### src/rtl/scpd_pkg.sv
// Shared types for the sphere closest point / distance core.
// Used by the square root cells, the divider cells and the top level.
package scpd_pkg;

	typedef struct packed {
		logic vld;
		logic en;
	} scpd_ctl_t;

	typedef enum logic [2:0] {
		REG_CENTER_X = 3'd0,
		REG_CENTER_Y = 3'd1,
		REG_CENTER_Z = 3'd2,
		REG_RADIUS   = 3'd3,
		REG_MARGIN   = 3'd4
	} scpd_reg_t;

	typedef enum logic [1:0] {
		SEL_POINT  = 2'd0,
		SEL_CENTER = 2'd1,
		SEL_PROJ   = 2'd2
	} scpd_sel_t;

endpackage

### src/rtl/scpd_div_cell.sv
// One cell of the divider chain: one quotient bit per stage on three lanes.
// Depends on scpd_pkg for the control struct.
module scpd_div_cell #(
	parameter int W  = 32,
	parameter int SW = 8
) (
	input  logic                 clk,
	input  logic                 arst_n,
	input  scpd_pkg::scpd_ctl_t  ctl_i,
	input  logic [W:0]           len_i,
	input  logic [W+1:0]         rem_i  [3],
	input  logic [W-2:0]         low_i  [3],
	input  logic [W-2:0]         quo_i  [3],
	input  logic [SW-1:0]        side_i,
	output logic                 vld_o,
	output logic [W:0]           len_o,
	output logic [W+1:0]         rem_o  [3],
	output logic [W-2:0]         low_o  [3],
	output logic [W-2:0]         quo_o  [3],
	output logic [SW-1:0]        side_o
);
	import scpd_pkg::*;

	logic [W+1:0] t   [3];
	logic         ge  [3];
	logic         vld_q;
	logic [W:0]   len_q;
	logic [W+1:0] rem_q [3];
	logic [W-2:0] low_q [3];
	logic [W-2:0] quo_q [3];
	logic [SW-1:0] side_q;

	always_comb begin
		for (int i = 0; i < 3; i++) begin
			t[i]  = {rem_i[i][W:0], low_i[i][W-2]};
			ge[i] = (t[i] >= {1'b0, len_i});
		end
	end

	always_ff @(posedge clk or negedge arst_n) begin
		if (!arst_n) begin
			vld_q <= 1'b0;
		end else if (ctl_i.en) begin
			vld_q <= ctl_i.vld;
		end
	end

	always_ff @(posedge clk) begin
		if (ctl_i.en) begin
			len_q  <= len_i;
			side_q <= side_i;
			for (int i = 0; i < 3; i++) begin
				rem_q[i] <= ge[i] ? (t[i] - {1'b0, len_i}) : t[i];
				low_q[i] <= low_i[i] << 1;
				quo_q[i] <= {quo_i[i][W-3:0], ge[i]};
			end
		end
	end

	assign vld_o  = vld_q;
	assign len_o  = len_q;
	assign rem_o  = rem_q;
	assign low_o  = low_q;
	assign quo_o  = quo_q;
	assign side_o = side_q;

endmodule

### config.mk
export PLATFORM = sky130hd
export DESIGN_NAME = scpd_div_cell
export DESIGN_NICKNAME = d
export VERILOG_FILES = /design/src/rtl/scpd_pkg.sv /design/src/rtl/scpd_div_cell.sv
export SDC_FILE = /design/constraint.sdc
export NUM_CORES = 1
export LEC_CHECK = 0
export BUFFER_PORTS_ARGS = -buffer_cell sky130_fd_sc_hd__buf_2
export CORE_AREA = 3 3 257 259
export DETAILED_ROUTE_END_ITERATION = 12
export DIE_AREA = 0 0 260 262
export GPL_ROUTABILITY_DRIVEN = 0
export MAX_ROUTING_LAYER = met4
export SLEW_MARGIN = 15
export SYNTH_ARGS = -nofsm -noshare
export SYNTH_HDL_FRONTEND = slang
export SYNTH_SLANG_ARGS = --single-unit
### constraint.sdc
create_clock -name clk -period 0.8 [get_ports clk]
set_input_delay 0.08 -clock clk [delete_from_list [all_inputs] [get_ports clk]]
set_output_delay 0.08 -clock clk [all_outputs]
set_load 0.01 [all_outputs]
==> run summary <==
status: finished, violations left
failing checks: setup timing
Synth async-reset ratio: 0.3058%
top-count cell post-synth: edfxtp_1
Reg-to-Reg End: vld_o
first-pass GRT wire length: 122.7 mm
Hold/Removal Path Class: primary input to register
synth cell count leaders: edfxtp_1, a21oi_1, ha_1
vias in the first global route: 19150
Nets: 3381
crit path kind: primary input to register
crit start category: primary input
initial antenna violation count: 22
switch share: 29.91%
Critical Path RT: 1130 ps
Filler cells: 5427
deepest clock path buffer count: 3
fmax: 0.4151 GHz
worst r2r path cells: 1
final wirelength: 89.80 mm
reg-to-reg setup timing slack: 30 ps
CTS buffer count: 40
clk_lat worst skew: 530 ps
# IOs: 663
detailed-placement wirelength estimate: 66.89 mm
Fin Setup TNS: -274040 ps
area added between synthesis and finish: 92.62%
root buf cell: clkbuf_16
Clock Skew: 0 ps
Critical path origin: len_i[1]
cell area after layout: 0.03259 mm²
Slew headroom: 57.27%
crit path time final: 2409 ps
Ys Warns: 0
HP Start: rem_i[53]
input/output buffers: 653
core area: 0.06412 mm²
grt ovf: 0
area share of the leading cell type in the synthesized netlist: 57.86%
Initial Utilization: 26.39%
CP endpoint kind: register
row cnt: 93
die height: 262 µm
Max-Cap Viols: 0
Pint: 41.07 mW
Final period util: 301.1%
post-route ant nets: 0
r2r startpoint: vld_o
Mean Syn Cell Area: 11.91 µm²
Vias: 18570
VDD IR max: 1.585 mV
Post-Syn Instances: 1420
largest area contributor in the netlist: edfxtp_1
layout cell share with drive strength beyond 1: 52.19%
mapped cell area: 0.01692 mm²
hold depth: 4
Main synth FF type: edfxtp_1
CP Data Arrival Time: 2740 ps
min setup slack post-route: -1609 ps
Vias/cell: 4.825
dpl cell area: 0.02504 mm²
Switch Pwr: 17.53 mW
setup violators final: 432
die width: 260 µm
Seq/Total Area, Yosys: 58.01%
htree depth: 2
WHS Endpoint: rem_o[54]
clk sinks: 327
FF+latch count, synth: 327
Reg clk slew, reported paths: 60 ps
Worst-Margin Slew: 635.3 ps
Crit Path Max Fanout: 6
top cells by area, synth: edfxtp_1, ha_1, a21oi_1
Wirelength per Cell: 23.34 µm
DIE AREA: 0.06812 mm²
Fin Hold WS: 12.38 ps
combinational share of power: 32.4%
Post-synth EDFFs: 326
sequential share of power: 37.3%
TritonCTS clock tree: yes
Final Max Slew Viols: 0
Cell Pwr Density: 1798 mW/mm²
initial DRC count: 1377
distinct cell type count after synthesis: 80
largest net degree at the start of global routing: 27
Clk pwr share: 30.4%
final hold violation count: 0
Post-route DRC: 0
All-Layer GR Usage: 25.28%
RSZ-0062 raised after global routing: yes
TritonRoute pass-1 iters: 6
Leak: 14.35 nW
[what timing repair did]
item,4_1_cts,5_1_grt
endpoints found under the setup margin,432,432
hold buffers,317,0
pin swaps,69,78
gates cloned,8,0
resized for setup,394,160
buffers inserted,66,25
endpoints found under the hold margin,317,0
[cells by family after synthesis]
| family | after synthesis | synth area share (%) |
|---|---|---|
| buffers and inverters | 129 | 3.128 |
| AO/OA/AOI/OAI | 423 | 16.18 |
| AND/OR/NAND/NOR | 341 | 9.658 |
| other | 1 | 0.02216 |
| flip-flops | 327 | 58.01 |
| adder cells (fa/ha/maj) | 102 | 7.676 |
| XOR/XNOR | 74 | 3.831 |
| multiplexers | 23 | 1.494 |
[through the flow]
step                power (mW)  instances  utilization, %  worst slack, ps
finish                   58.60       3848           50.83            -1609
global route             60.86       3847           50.82            -1728
CTS                      57.69       3814           49.49            -1617
detailed placement       36.25       3358           39.05            -2414
global placement         36.11       3358           39.05            -2324
floorplan                28.01       1422               -            -1898
[worst max-delay path by stage]
stage | to | slack (ps) | depth (start not counted)
global placement | rem_o[79] | -2320 | 14
finish | rem_o[90] | -1610 | 14
floorplan | rem_o[69] | -1900 | 10
global route | rem_o[90] | -1730 | 14
detailed placement | rem_o[62] | -2410 | 16
CTS | rem_o[90] | -1620 | 16
[registers in the layout, indices dropped and copies added, names as in the netlist]
name and flops:
rem_o 102, quo_o 93, low_o 90, len_o 33, side_o 8, vld_o 1
[critical path: stages]
cell and delay (ps):
buf_12 100, clkinvlp_4 160, fa_2 400, a21o_1 220, a221oi_4 290, o211ai_2 140
a311oi_2 320, a21oi_2 120, buf_4 170, a31oi_4 240, buf_12 170, buf_8 130
a31oi_4 40, a21o_1 160
[power groups by stage]
stage	clock network [mW]	logic (mW)	registers [mW]
2_1_floorplan	0	5.18	22.8
3_3_place_gp	0	14.1	22.0
3_5_place_dp	0	14.2	22.0
4_1_cts	18.1	17.8	21.8
5_1_grt	18.8	20.1	22.0
6_report	17.8	19.0	21.9
[layout by cell type (no fill, tap or decap), drive strengths merged, types with 7 or more instances in the layout]
cell type    instances
buf               1216
edfxtp             326
dlygate4sd3        317
a21oi              140
ha                  99
nand2               98
nor2                95
o21ai               82
inv                 70
a21o                64
clkbuf              49
xnor2               40
xor2                34
nand3               29
nand4               25
o21bai              22
diode               19
and3                19
mux2                18
o21a                17
nor3                17
a211oi              17
clkinvlp            14
o31ai               12
clkinv              12
nor4                11
nor2b                9
a311oi               7
a31oi                7
[layout make-up]
class	instances	area [µm²]	share of cell area, %
Timing Repair inverter	2	46.29	0.1421
Antenna cell	19	47.55	0.1459
Inverter	76	364.1	1.117
Multi-Input combinational cell	966	8218	25.22
Timing Repair Buffer	1533	11770	36.12
Clock buffer	49	1056	3.240
Sequential cell	327	9814	30.12
Tap cell	855	1070	3.283
Clock inverter	21	202.7	0.6220
[per-layer routing]
layer / wire (µm) / track usage, % / vias up
met3: 6100 / 4.915 / 246
met4: 5976 / 14.75 / 0
met5: 0 / - / -
met1: 32260 / 26.73 / 8986
li1: - / - / 8476
met2: 45460 / 44.06 / 858
No activity file was read; power rests on OpenSTA's default activity.
