===== src/rtl/scpd_pkg.sv =====
// Shared types for the sphere closest point / distance core.
// Used by the square root cells, the divider cells and the top level.
package scpd_pkg;

	typedef struct packed {
		logic vld;
		logic en;
	} scpd_ctl_t;

	typedef enum logic [2:0] {
		REG_CENTER_X = 3'd0,
		REG_CENTER_Y = 3'd1,
		REG_CENTER_Z = 3'd2,
		REG_RADIUS   = 3'd3,
		REG_MARGIN   = 3'd4
	} scpd_reg_t;

	typedef enum logic [1:0] {
		SEL_POINT  = 2'd0,
		SEL_CENTER = 2'd1,
		SEL_PROJ   = 2'd2
	} scpd_sel_t;

endpackage


===== src/rtl/scpd_sqrt_cell.sv =====
// One cell of the square root chain: settles one root bit per stage.
// Depends on scpd_pkg for the control struct.
module scpd_sqrt_cell #(
	parameter int NR = 33,
	parameter int SW = 8
) (
	input  logic                  clk,
	input  logic                  arst_n,
	input  scpd_pkg::scpd_ctl_t   ctl_i,
	input  logic [2*NR-1:0]       rad_i,
	input  logic [NR+1:0]         rem_i,
	input  logic [NR-1:0]         root_i,
	input  logic [SW-1:0]         side_i,
	output logic                  vld_o,
	output logic [2*NR-1:0]       rad_o,
	output logic [NR+1:0]         rem_o,
	output logic [NR-1:0]         root_o,
	output logic [SW-1:0]         side_o
);
	import scpd_pkg::*;

	logic [NR+1:0] t;
	logic [NR+1:0] trial;
	logic          ge;
	logic          vld_q;
	logic [2*NR-1:0] rad_q;
	logic [NR+1:0] rem_q;
	logic [NR-1:0] root_q;
	logic [SW-1:0] side_q;

	always_comb begin
		t     = {rem_i[NR-1:0], rad_i[2*NR-1 -: 2]};
		trial = {root_i, 2'b01};
		ge    = (t >= trial);
	end

	always_ff @(posedge clk or negedge arst_n) begin
		if (!arst_n) begin
			vld_q <= 1'b0;
		end else if (ctl_i.en) begin
			vld_q <= ctl_i.vld;
		end
	end

	always_ff @(posedge clk) begin
		if (ctl_i.en) begin
			rad_q  <= {rad_i[2*NR-3:0], 2'b00};
			rem_q  <= ge ? (t - trial) : t;
			root_q <= {root_i[NR-2:0], ge};
			side_q <= side_i;
		end
	end

	assign vld_o  = vld_q;
	assign rad_o  = rad_q;
	assign rem_o  = rem_q;
	assign root_o = root_q;
	assign side_o = side_q;

endmodule


===== config.mk =====
export PLATFORM = sky130hd
export DESIGN_NAME = scpd_sqrt_cell
export DESIGN_NICKNAME = d
export VERILOG_FILES = /design/src/rtl/scpd_pkg.sv /design/src/rtl/scpd_sqrt_cell.sv
export SDC_FILE = /design/constraint.sdc
export NUM_CORES = 1
export LEC_CHECK = 0
export ABC_AREA = 1
export BUFFER_PORTS_ARGS = -buffer_cell sky130_fd_sc_hd__buf_2
export CAP_MARGIN = 20
export CORE_MARGIN = 5
export CORE_UTILIZATION = 35
export DETAILED_ROUTE_END_ITERATION = 6
export GPL_TIMING_DRIVEN = 0
export HOLD_SLACK_MARGIN = 0.08
export PLACE_DENSITY = 0.68
export SYNTH_ARGS = -nofsm -noshare
export SYNTH_HDL_FRONTEND = slang
export SYNTH_SLANG_ARGS = --single-unit

===== constraint.sdc =====
create_clock -name clk -period 1.2 [get_ports clk]
set_clock_uncertainty 0.1 [all_clocks]
set_input_delay 0.12 -clock clk [delete_from_list [all_inputs] [get_ports clk]]
set_output_delay 0.12 -clock clk [all_outputs]
set_load 0.03 [all_outputs]

==> flow_summary.json <==
{
  "synth-xor-area-share_pct": 2.12,
  "clk_path_buf_depth": 2,
  "met3_length_mm": 1.48,
  "rr_endpoint": "vld_o$_DFFE_PN0P_",
  "rsz0062_at_grt": "true",
  "relSlewSlack_pct": 66.5,
  "hp-start": "rad_i[64]",
  "portBuffers": 284,
  "overflow": 0,
  "fin_nets": 1494,
  "synth_warnings": 0,
  "die_area_um2": 24300,
  "endpoint_kind": "register",
  "wl_per_cell_um": 17.3,
  "vdd.ir_drop.worst_v": 0.000992,
  "synthAdderAreaFrac_pct": 5.88,
  "num_vias": 7354,
  "path_cells": "buf_8 > inv_4 > ha_4 > nand2_4 > nor2_4 > nand2_4 > nor2_4 > nand3_2 > nand3_2 > nor2_4 > nand2_4 > buf_6 > clkinv_8 > clkbuf_16 > nand2_2 > nand2_1",
  "netlist_area_um2": 7450,
  "synth_top_family_by_area": "simple AND/OR/NAND/NOR gates",
  "r2r_cells": 1,
  "wl_met2_mm": 15.1,
  "tightest_slew_ns": 0.503,
  "grt_pass1_vias": 7333,
  "hpwlAfterDp_mm": 18.0,
  "hold_depth": 3,
  "cap_violations": 0,
  "slowest_delay_ns": 0.31,
  "syn_avg_cell_area_um2": 9.14,
  "synthCells": 815,
  "grt.total_usage_pct": 20.4,
  "stdcell_count": 1602,
  "synthMuxAreaShare_pct": 0.151,
  "powerDensity_nw_per_um2": 1230,
  "final_util_pct": 65.8,
  "clk_latency_ns": 0.42,
  "hold_slack_ns": -0.0384,
  "min_to": "rem_o[0]$_DFFE_PP_",
  "power_leakage_nw": 6.47,
  "antenna_found_initial": 1,
  "ys_ff_latch": 141,
  "r2r_setup_slack_ns": 0.27,
  "drt_pass1_iterations": 4,
  "timing.rr.start": "vld_o$_DFFE_PN0P_",
  "power_mw": 17.1,
  "die_h_um": 156,
  "clockRootBuffer": "clkbuf_16",
  "syn_to_final_growth_pct": 85.6,
  "final_cell_mix": "217 x nand2_1, 141 x dlygate4sd3_1, 140 x edfxtp_1",
  "topRoutingLayerUsed": "met4",
  "fillers": 1585,
  "final_common_cell": "nand2_1",
  "path_buf_inv": 5,
  "fin_setup_tns_ns": -16.93,
  "synthSimpleGateAreaFrac_pct": 23.4,
  "critical_path_class": "input port to register",
  "rows": 53,
  "post-place-ws_ns": -1.15,
  "hold_buffers": 141,
  "multi_input_area_um2": 3640,
  "final-seq-area_um2": 4230,
  "cpMaxStageDelayCell": "ha_4",
  "drc": 0,
  "h-tree-depth": 4,
  "finalWorstSetupSlack_ns": -0.501,
  "grt_pass1_wl_mm": 38.7,
  "die_w_um": 156,
  "cts_inserted_buffers": 17,
  "wl_mm": 27.8,
  "clock_sinks": 141,
  "antenna_left": 0,
  "dr.first_iter.drc_count": 415,
  "viasPerCell": 4.59,
  "violations": "hold timing, setup timing",
  "place_congestion": 0.872,
  "wirelength_met1_mm": 10.7,
  "crit_family": "simple AND/OR/NAND/NOR gates",
  "maxSlewViolCount": 0,
  "io-pin-count": 289,
  "hp-class": "input port to register",
  "synth_compound_area_share_pct": 3.02,
  "fin_crit_sh_pct": 142,
  "core_um2": 21000,
  "worstPathArrival_ns": 1.77,
  "path_max_fanout": 7,
  "setup.worst_path.start_class": "input port",
  "drive_gt1_share_pct": 44.3,
  "placedCellCount": 1376,
  "setup_viol": 70,
  "final_hold_viol_count": 1,
  "cts_tree": "yes",
  "grt_start_max_net_pins": 89,
  "period_needed_ns": 1.70,
  "ys_seq_area_share_pct": 56.8,
  "fmax_mhz": 588,
  "status": "finished, violations left",
  "post_synth_num_cell_types": 30,
  "initial_core_util_pct": 35.4,
  "cts.reportedPaths.clkPinSlew_ns": 0.07,
  "required_ns": 1.27
}
## flip-flops by register name, summed over array words and instances, names as in the netlist
| signal | cells |
|---|---|
| rad_o | 64 |
| rem_o | 35 |
| root_o | 33 |
| side_o | 8 |
| vld_o | 1 |
## layer usage
layer / global-route usage [%] / vias to the layer above
li1: - / 3604
met1: 23.6 / 3456
met2: 38.1 / 260
met3: 4.11 / 34
met4: 5.50 / 0
met5: 0 / -
## repair_timing
item	4_1_cts	5_1_grt
pin swaps	38	28
cloned	2	3
hold endpoints to repair	162	1
gates resized for setup	214	347
setup endpoints to repair	95	162
buffers inserted	28	19
## final cells by class
cell class,count,share of cell area [%]
clock buffers,18,3.10
flip-flops and latches,141,30.6
multi-input cells,519,26.3
repair buffers,478,31.1
plain buffers,9,1.01
diodes,1,0.0181
clock inverters,14,1.08
inverters,147,4.34
well taps,275,2.49
## worst max path at each step
stage,to,slack (ns),from,cells after the start
2_1_floorplan,rem_o[33]$_DFFE_PP_,-0.54,root_i[3],14
3_3_place_gp,vld_o$_DFFE_PN0P_,-1.88,ctl_i[0],2
3_5_place_dp,rem_o[18]$_DFFE_PP_,-1.15,root_i[0],15
4_1_cts,rem_o[24]$_DFFE_PP_,-0.49,root_i[22],17
5_1_grt,rem_o[19]$_DFFE_PP_,-0.59,root_i[2],18
6_report,rem_o[24]$_DFFE_PP_,-0.50,root_i[16],16
## Yosys cell counts, drive strengths merged
cell type,number,area (µm²)
nor3b,1,7.51
nand3,45,280
nand2,306,1150
a21oi,25,125
nand4,3,18.8
conb,1,3.75
edfxtp,140,4200
a21o,1,7.51
xnor2,2,17.5
o21ai,14,70.1
nand3b,3,22.5
xor2,16,140
nor4,1,6.26
ha,35,438
inv,147,552
mux2,1,11.3
and2,2,12.5
dfrtp,1,25.0
nor3,4,20.0
nor2,55,224
o21bai,3,22.5
buf,9,86.3
## through the flow
stage	hold slack, ns	area, µm²
3_5_place_dp	-0.205	9710
6_report	-0.0384	13800
4_1_cts	-0.0414	12700
5_1_grt	-0.0126	13800
3_3_place_gp	-0.206	9680
2_1_floorplan	-0.276	7910
## cell families after synthesis
| family | Yosys count |
|---|---|
| adders and majority gates | 35 |
| DFF | 141 |
| buffers and inverters | 156 |
| AOI/OAI and AO/OA | 43 |
| other | 1 |
| xor gates and xnor gates | 18 |
| and+or+nand+nor | 420 |
| muxes | 1 |
## where the power goes
part	total (mW)	leakage [nW]	switching, mW	internal, mW
sequential	6.22	1.38	0.225	5.99
combinational	5.60	4.82	3.07	2.54
clock	5.25	0.270	2.32	2.93
Note: power is estimated with default switching activity, not from simulation.
